### src/rtl/rfr_pkg.sv
// rfr_pkg: shared constants, types and codes of the ranging frame receiver
// no dependencies
`default_nettype none

package rfr_pkg;

  // sync pair and frame geometry
  localparam logic [7:0] SYNC_FIRST  = 8'h55;
  localparam logic [7:0] SYNC_SECOND = 8'hAA;
  localparam int unsigned FRAME_BYTES = 21;

  localparam int unsigned POS_W = 5;
  typedef logic [POS_W-1:0] pos_t;

  // byte positions inside a frame
  localparam pos_t POS_FIRST_DATA = pos_t'(2);
  localparam pos_t POS_SEQ        = pos_t'(4);
  localparam pos_t POS_TAG_LO     = pos_t'(5);
  localparam pos_t POS_TAG_HI     = pos_t'(6);
  localparam pos_t POS_STN_LO     = pos_t'(7);
  localparam pos_t POS_STN_HI     = pos_t'(8);
  localparam pos_t POS_DIST_0     = pos_t'(9);
  localparam pos_t POS_DIST_1     = pos_t'(10);
  localparam pos_t POS_DIST_2     = pos_t'(11);
  localparam pos_t POS_DIST_3     = pos_t'(12);
  localparam pos_t POS_BATT       = pos_t'(13);
  localparam pos_t POS_LAST_SUM   = pos_t'(FRAME_BYTES - 3);
  localparam pos_t POS_CSUM_LO    = pos_t'(FRAME_BYTES - 2);

  // result status codes
  localparam logic STATUS_OK      = 1'b0;
  localparam logic STATUS_BAD_SUM = 1'b1;

  // sync hunting phase
  typedef enum logic [2:0] {
    PH_HUNT  = 3'b001,
    PH_SAW55 = 3'b010,
    PH_FRAME = 3'b100
  } phase_t;

  // one decoded result
  typedef struct packed {
    logic               status;
    logic [7:0]         sequence_res;
    logic signed [15:0] tag_id;
    logic signed [15:0] station_id;
    logic signed [31:0] distance_cm;
    logic [7:0]         battery;
  } result_t;

endpackage : rfr_pkg

`default_nettype wire

### src/rtl/rfr_parser.sv
// rfr_parser: sync hunt, frame collection and checksum check, one byte per step
// depends on rfr_pkg
`default_nettype none

module rfr_parser (
  input  wire logic            clk,
  input  wire logic            rst_n,
  input  wire logic            step,
  input  wire logic [7:0]      rx_byte,
  output logic                 emit,
  output rfr_pkg::result_t     result
);
  import rfr_pkg::*;

  phase_t      phase_r, phase_nxt;
  pos_t        pos_r, pos_nxt;
  logic [15:0] sum_r, sum_nxt;
  logic [7:0]  csum_lo_r, csum_lo_nxt;
  logic [7:0]  seq_r, seq_nxt;
  logic [15:0] tag_r, tag_nxt;
  logic [15:0] stn_r, stn_nxt;
  logic [31:0] dist_r, dist_nxt;
  logic [7:0]  batt_r, batt_nxt;
  logic        sum_ok;

  // received checksum against inverted running sum
  assign sum_ok = (~sum_r == {rx_byte, csum_lo_r});

  // next state for one byte
  always_comb begin
    phase_nxt   = phase_r;
    pos_nxt     = pos_r;
    sum_nxt     = sum_r;
    csum_lo_nxt = csum_lo_r;
    seq_nxt     = seq_r;
    tag_nxt     = tag_r;
    stn_nxt     = stn_r;
    dist_nxt    = dist_r;
    batt_nxt    = batt_r;
    emit        = 1'b0;
    unique case (phase_r)
      PH_SAW55: begin
        if (rx_byte == SYNC_SECOND) begin
          phase_nxt = PH_FRAME;
          pos_nxt   = POS_FIRST_DATA;
          sum_nxt   = '0;
        end else if (rx_byte == SYNC_FIRST) begin
          phase_nxt = PH_SAW55;
        end else begin
          phase_nxt = PH_HUNT;
        end
      end
      PH_FRAME: begin
        if (pos_r >= POS_FIRST_DATA && pos_r <= POS_LAST_SUM) begin
          sum_nxt = sum_r + {8'd0, rx_byte};
          pos_nxt = pos_r + pos_t'(1);
          if (pos_r == POS_SEQ)    seq_nxt          = rx_byte;
          if (pos_r == POS_TAG_LO) tag_nxt[7:0]     = rx_byte;
          if (pos_r == POS_TAG_HI) tag_nxt[15:8]    = rx_byte;
          if (pos_r == POS_STN_LO) stn_nxt[7:0]     = rx_byte;
          if (pos_r == POS_STN_HI) stn_nxt[15:8]    = rx_byte;
          if (pos_r == POS_DIST_0) dist_nxt[7:0]    = rx_byte;
          if (pos_r == POS_DIST_1) dist_nxt[15:8]   = rx_byte;
          if (pos_r == POS_DIST_2) dist_nxt[23:16]  = rx_byte;
          if (pos_r == POS_DIST_3) dist_nxt[31:24]  = rx_byte;
          if (pos_r == POS_BATT)   batt_nxt         = rx_byte;
        end else if (pos_r == POS_CSUM_LO) begin
          csum_lo_nxt = rx_byte;
          pos_nxt     = pos_r + pos_t'(1);
        end else begin
          // final checksum byte: report and go back to hunting
          emit      = 1'b1;
          phase_nxt = PH_HUNT;
          pos_nxt   = '0;
          sum_nxt   = '0;
        end
      end
      default: begin
        phase_nxt = (rx_byte == SYNC_FIRST) ? PH_SAW55 : PH_HUNT;
      end
    endcase
  end

  // result fields, zeroed on a checksum mismatch
  always_comb begin
    if (sum_ok) begin
      result.status       = STATUS_OK;
      result.sequence_res = seq_r;
      result.tag_id       = tag_r;
      result.station_id   = stn_r;
      result.distance_cm  = dist_r;
      result.battery      = batt_r;
    end else begin
      result              = '0;
      result.status       = STATUS_BAD_SUM;
    end
  end

  // control state
  always_ff @(posedge clk) begin
    if (!rst_n) begin
      phase_r <= PH_HUNT;
      pos_r   <= '0;
      sum_r   <= '0;
    end else if (step) begin
      phase_r <= phase_nxt;
      pos_r   <= pos_nxt;
      sum_r   <= sum_nxt;
    end
  end

  // frame payload holds
  always_ff @(posedge clk) begin
    if (step) begin
      csum_lo_r <= csum_lo_nxt;
      seq_r     <= seq_nxt;
      tag_r     <= tag_nxt;
      stn_r     <= stn_nxt;
      dist_r    <= dist_nxt;
      batt_r    <= batt_nxt;
    end
  end

endmodule : rfr_parser

`default_nettype wire

### src/rtl/ranging_frame_receiver.sv
// ranging_frame_receiver: top level with input register, parser and result register
// depends on rfr_pkg and rfr_parser
//
// Usage:
//   in_valid/in_ready/in_rx_byte carries one received serial byte per request.
//   The block hunts for the sync pair 0x55 0xAA (sliding match), collects a
//   21-byte frame and checks the inverted 16-bit sum of bytes 2..18 against
//   the little-endian checksum in bytes 19 and 20.
//   out_valid/out_ready carries one result request per frame: out_status 0
//   with sequence, tag, station, distance and battery, or out_status 1 with
//   all other fields zero when the checksum does not match.
//   A byte is registered at acceptance, then parsed from the input register,
//   and the result register loads as the final byte is parsed, so a result
//   request shows once its final byte has passed both registers.
//   Throughput: one byte per cycle unless a result stall holds it; the parser
//   step uses compares and one 16-bit add between input and state registers.
//   Stall: when out_ready is low with a result pending, the input register
//   holds its byte and in_ready drops once it is occupied.
//   Reset (rst_n low, synchronous) empties both registers and returns the
//   parser to hunting for sync with no partial frame.
`default_nettype none

module ranging_frame_receiver (
  input  wire logic               clk,
  input  wire logic               rst_n,
  input  wire logic               in_valid,
  output logic                    in_ready,
  input  wire logic [7:0]         in_rx_byte,
  output logic                    out_valid,
  input  wire logic               out_ready,
  output logic                    out_status,
  output logic [7:0]              out_sequence_res,
  output logic signed [15:0]      out_tag_id,
  output logic signed [15:0]      out_station_id,
  output logic signed [31:0]      out_distance_cm,
  output logic [7:0]              out_battery
);
  import rfr_pkg::*;

  logic        byte_vld_r;
  logic [7:0]  byte_r;
  logic        out_vld_r;
  result_t     res_r;
  logic        out_free;
  logic        step;
  logic        emit;
  result_t     result;

  // handshake
  assign out_free = !out_vld_r || out_ready;
  assign step     = byte_vld_r && out_free;
  assign in_ready = !byte_vld_r || out_free;

  // input register
  always_ff @(posedge clk) begin
    if (!rst_n) begin
      byte_vld_r <= 1'b0;
    end else if (in_valid && in_ready) begin
      byte_vld_r <= 1'b1;
    end else if (step) begin
      byte_vld_r <= 1'b0;
    end
  end

  always_ff @(posedge clk) begin
    if (in_valid && in_ready) begin
      byte_r <= in_rx_byte;
    end
  end

  // frame parser
  rfr_parser u_parser (
    .clk     (clk),
    .rst_n   (rst_n),
    .step    (step),
    .rx_byte (byte_r),
    .emit    (emit),
    .result  (result)
  );

  // result register
  always_ff @(posedge clk) begin
    if (!rst_n) begin
      out_vld_r <= 1'b0;
    end else if (step && emit) begin
      out_vld_r <= 1'b1;
    end else if (out_ready) begin
      out_vld_r <= 1'b0;
    end
  end

  always_ff @(posedge clk) begin
    if (step && emit) begin
      res_r <= result;
    end
  end

  assign out_valid        = out_vld_r;
  assign out_status       = res_r.status;
  assign out_sequence_res = res_r.sequence_res;
  assign out_tag_id       = res_r.tag_id;
  assign out_station_id   = res_r.station_id;
  assign out_distance_cm  = res_r.distance_cm;
  assign out_battery      = res_r.battery;

endmodule : ranging_frame_receiver

`default_nettype wire

### config.mk
export PLATFORM = sky130hd
export DESIGN_NAME = ranging_frame_receiver
export DESIGN_NICKNAME = d
export VERILOG_FILES = /design/src/rtl/rfr_pkg.sv /design/src/rtl/rfr_parser.sv /design/src/rtl/ranging_frame_receiver.sv
export SDC_FILE = /design/constraint.sdc
export NUM_CORES = 1
export LEC_CHECK = 0
export BUFFER_PORTS_ARGS = -buffer_cell sky130_fd_sc_hd__buf_2
export CAP_MARGIN = 20
export CELL_PAD_IN_SITES_DETAIL_PLACEMENT = 0
export CELL_PAD_IN_SITES_GLOBAL_PLACEMENT = 1
export CORE_MARGIN = 2
export CORE_UTILIZATION = 50
export CTS_BUF_LIST = sky130_fd_sc_hd__clkbuf_16
export DETAILED_ROUTE_END_ITERATION = 7
export PLACE_DENSITY = 0.83
export SETUP_SLACK_MARGIN = 0.1
export SYNTH_ARGS = -nofsm -noshare
export SYNTH_HDL_FRONTEND = slang
export SYNTH_SLANG_ARGS = --single-unit
### constraint.sdc
create_clock -name clk -period 8.2 [get_ports clk]
set_input_delay 0.82 -clock clk [delete_from_list [all_inputs] [get_ports clk]]
set_output_delay 0.82 -clock clk [all_outputs]
set_load 0.005 [all_outputs]
==> load_flow_metrics.sql <==
INSERT INTO impl_metrics (metric_group, metric, value, unit) VALUES
('die', 'chipWidth', '129', 'um'),
('logic_synthesis', 'synth.top_cells.by_count', '177 x sky130_fd_sc_hd__edfxtp_1, 89 x sky130_fd_sc_hd__and2_1, 26 x sky130_fd_sc_hd__dfxtp_1', ''),
('cts', 'postCtsResizedCells', '0', ''),
('cts', 'tritoncts.num_buffers', '21', ''),
('cts', 'clock-root-buffer', 'sky130_fd_sc_hd__clkbuf_16', ''),
('timing', 'worst_pin_slew', '1.13', 'ns'),
('critical_path', 'reg2reg_setup_slack', '5.17', 'ns'),
('place', 'placedInstanceArea', '0.00854', 'mm2'),
('place', 'place.port_buffers', '94', ''),
('timing', 'finalSetupTns', '0', 'ns'),
('detailed_routing', 'drt_iter0_markers', '285', ''),
('detailed_routing', 'wire_per_inst', '16.9', 'um'),
('final_layout', 'post_route_cells_drive_above_1_share', '21.0', '%'),
('die', 'initial_core_util', '51.3', '%'),
('min_path', 'timing.hold.worst_path_depth', '2', ''),
('power_and_ir_drop', 'power_density', '228', 'mW/mm2'),
('logic_synthesis', 'dominant_cell_by_count_in_the_synthesized_netlist', 'sky130_fd_sc_hd__edfxtp_1', ''),
('cts', 'ctsHtreeMaxLevel', '1', ''),
('final_layout', 'count_of_antenna_diodes_in_the_layout', '0', ''),
('die', 'design.core.area', '0.0153', 'mm2'),
('timing', 'final.min_clock_period', '3.03', 'ns'),
('timing', 'final_hold_viol_count', '0', ''),
('global_route', 'wire_length_of_the_first_global_routing_pass', '22200', 'um'),
('die', 'die-area', '0.0167', 'mm2'),
('die', 'rows', '45', ''),
('power_and_ir_drop', 'total_power', '2.10', 'mW'),
('outcome', 'outcome', 'finished, final reports clean', ''),
('timing', 'max_slew_margin', '23.9', '%'),
('detailed_routing', 'vias_per_cell', '5.19', ''),
('timing', 'timing.final.ws_setup', '5.17', 'ns'),
('logic_synthesis', 'synthesis.area_per_instance', '15.1', 'um2'),
('logic_synthesis', 'synthArstFlopShare', '0', '%'),
('final_layout', 'final_nets', '647', ''),
('place', 'hpwlAfterDp', '9280', 'um'),
('global_route', 'globalRouteOverflowTotal', '0', ''),
('logic_synthesis', 'synthesis.nets', '542', ''),
('critical_path', 'path_max_fanout', '8', ''),
('global_route', 'grt_pass1_vias', '4176', ''),
('logic_synthesis', 'total_of_flip_flops_plus_latches_after_synthesis', '203', ''),
('timing', 'timing.clock.skew', '0.0157', 'ns'),
('cts', 'postCtsSetupRepairBufs', '0', ''),
('critical_path', 'cp_data_arrival_time', '3.13', 'ns'),
('logic_synthesis', 'netlist.area_leader.share', '67.9', '%'),
('final_layout', 'fillers', '1135', ''),
('min_path', 'worst_hold_path_type', 'reg -> reg', ''),
('global_route', 'globalRouteTotalUtil', '17.1', '%'),
('die', 'chipHeight', '129', 'um'),
('cts', 'ctsLongestPathBuffers', '3', ''),
('global_route', 'grt_start_max_net_pins', '82', ''),
('detailed_routing', 'drc', '0', ''),
('critical_path', 'cp-end-kind', 'flip-flop', ''),
('timing', 'fin_crit_sh', '37.0', '%'),
('final_layout', 'final_core_utilization', '60.4', '%'),
('cts', 'clkTransAtPathRegs', '0.06', 'ns'),
('place', 'worst_slack_at_placement', '5.15', 'ns'),
('logic_synthesis', 'synth_sequential_area_ratio', '74.6', '%'),
('cts', 'clock_insertion_delay_at_the_later_pin_of_the_skew_report', '0.48', 'ns'),
('min_path', 'min_from', 'u_parser.sum_r[0]', ''),
('detailed_routing', 'totalWireLength', '14300', 'um'),
('timing', 'unrepaired_setup_endpoints_after_global_routing', 'false', ''),
('run', 'drv.max_cap_violation_count', '0', ''),
('critical_path', 'crit-reg2reg-capture', 'u_parser.seq_r[1]', ''),
('timing', 'max_freq', '0.330', 'GHz'),
('logic_synthesis', 'synth.yosys.warnings', '0', ''),
('global_route', 'antenna_violations_before_repair', '0', ''),
('logic_synthesis', 'synthesis.area', '0.00783', 'mm2'),
('final_layout', 'layout.cell_area.non_filler', '0.00921', 'mm2'),
('logic_synthesis', 'synth-edff-count', '177', ''),
('power_and_ir_drop', 'ir_worst_vdd', '0.160', 'mV'),
('place', 'finalWeightedCongestion', '0.830', ''),
('critical_path', 'reg2regPathDepth', '4', '');
## cell type report
| cell class | instances | area [um2] | share of cell area, % |
|---|---|---|---|
| Multi-Input combinational cell | 285 | 1900 | 20.6 |
| Clock buffer | 21 | 526 | 5.70 |
| Inverter | 15 | 56.3 | 0.611 |
| Clock inverter | 12 | 151 | 1.64 |
| Timing Repair Buffer | 96 | 485 | 5.27 |
| Sequential cell | 203 | 5840 | 63.3 |
| Tap cell | 211 | 264 | 2.87 |
## sequential cells by signal (all words and copies together) (netlist names), 3 cells and up
register	cells
u_parser.tag_r	16
u_parser.pos_r	5
out_battery	8
u_parser.csum_lo_r	8
u_parser.batt_r	8
u_parser.phase_r	3
out_distance_cm	32
byte_r	8
u_parser.dist_r	32
out_sequence_res	8
out_station_id	16
u_parser.sum_r	16
u_parser.stn_r	16
u_parser.seq_r	8
out_tag_id	16
## worst max-delay path by stage
stage                        startpoint                end  slack (ns)  depth (start not counted)
detailed placement            out_ready  u_parser.seq_r[1]        5.15                          5
finish              u_parser.phase_r[2]  u_parser.seq_r[1]        5.17                          4
CTS                 u_parser.phase_r[2]  u_parser.seq_r[1]        5.19                          4
global placement              out_ready  u_parser.seq_r[1]        5.20                          5
global route        u_parser.phase_r[2]  u_parser.seq_r[3]        4.89                          4
floorplan                     out_ready     out_battery[0]        3.10                          3
## layout by cell type, fill, tap and decap left out, drive strengths merged, types with 3 or more instances in the layout
| cell | Yosys | final |
|---|---|---|
| o21ai | 18 | 18 |
| a21oi | 24 | 24 |
| or4 | 4 | 4 |
| o211ai | 5 | 5 |
| nand2 | 18 | 18 |
| xor2 | 19 | 19 |
| nand4 | 6 | 6 |
| a211oi | 3 | 3 |
| bufinv | 0 | 4 |
| nor4 | 3 | 3 |
| nor2b | 4 | 4 |
| nand4b | 3 | 3 |
| ha | 12 | 12 |
| nor2 | 17 | 17 |
| nand3 | 8 | 8 |
| and3 | 3 | 3 |
| nand2b | 5 | 5 |
| dfxtp | 26 | 26 |
| edfxtp | 177 | 177 |
| a21boi | 4 | 4 |
| or3 | 6 | 6 |
| buf | 0 | 96 |
| clkinv | 0 | 5 |
| nor3 | 6 | 6 |
| inv | 15 | 17 |
| and2 | 89 | 89 |
| nand3b | 3 | 3 |
| o31ai | 3 | 3 |
| clkbuf | 14 | 21 |
## worst max-delay path, stage by stage, from the launching register on
cell	delay, ns
sky130_fd_sc_hd__dfxtp_1	0.36
sky130_fd_sc_hd__nor3b_1	0.54
sky130_fd_sc_hd__nand3_1	0.42
sky130_fd_sc_hd__or4b_2	0.79
sky130_fd_sc_hd__nor2_1	0.54
## power breakdown
part	switching, mW	total [mW]	leakage [nW]	internal (mW)
Sequential	0.0182	1.14	2.01	1.12
Combinational	0.0117	0.0208	1.26	0.00912
Clock	0.356	0.941	0.334	0.585
Total	0.386	2.10	3.61	1.72
## cell families after synthesis
| family | Yosys count | synth area share, % |
|---|---|---|
| xor+xnor | 21 | 2.35 |
| flops | 203 | 74.6 |
| buf+inv | 29 | 1.41 |
| fa+ha+maj | 13 | 2.17 |
| compound gates | 69 | 5.61 |
| simple gates | 182 | 13.9 |
## per-layer routing
metal / wire length, um / vias up / global-route usage [%]
li1: - / 2114 / -
met3: 879 / 19 / 2.85
met5: 0 / - / 0
met1: 6500 / 2104 / 24.6
met4: 197 / 0 / 4.67
met2: 6700 / 137 / 27.4
## per-stage QoR
stage | instances | hold WS [ns]
floorplan | 517 | 0.460
global placement | 810 | 0.480
detailed placement | 810 | 0.486
CTS | 843 | 0.494
global route | 843 | 0.494
finish | 843 | 0.495
(Power assumes the default switching activity.)
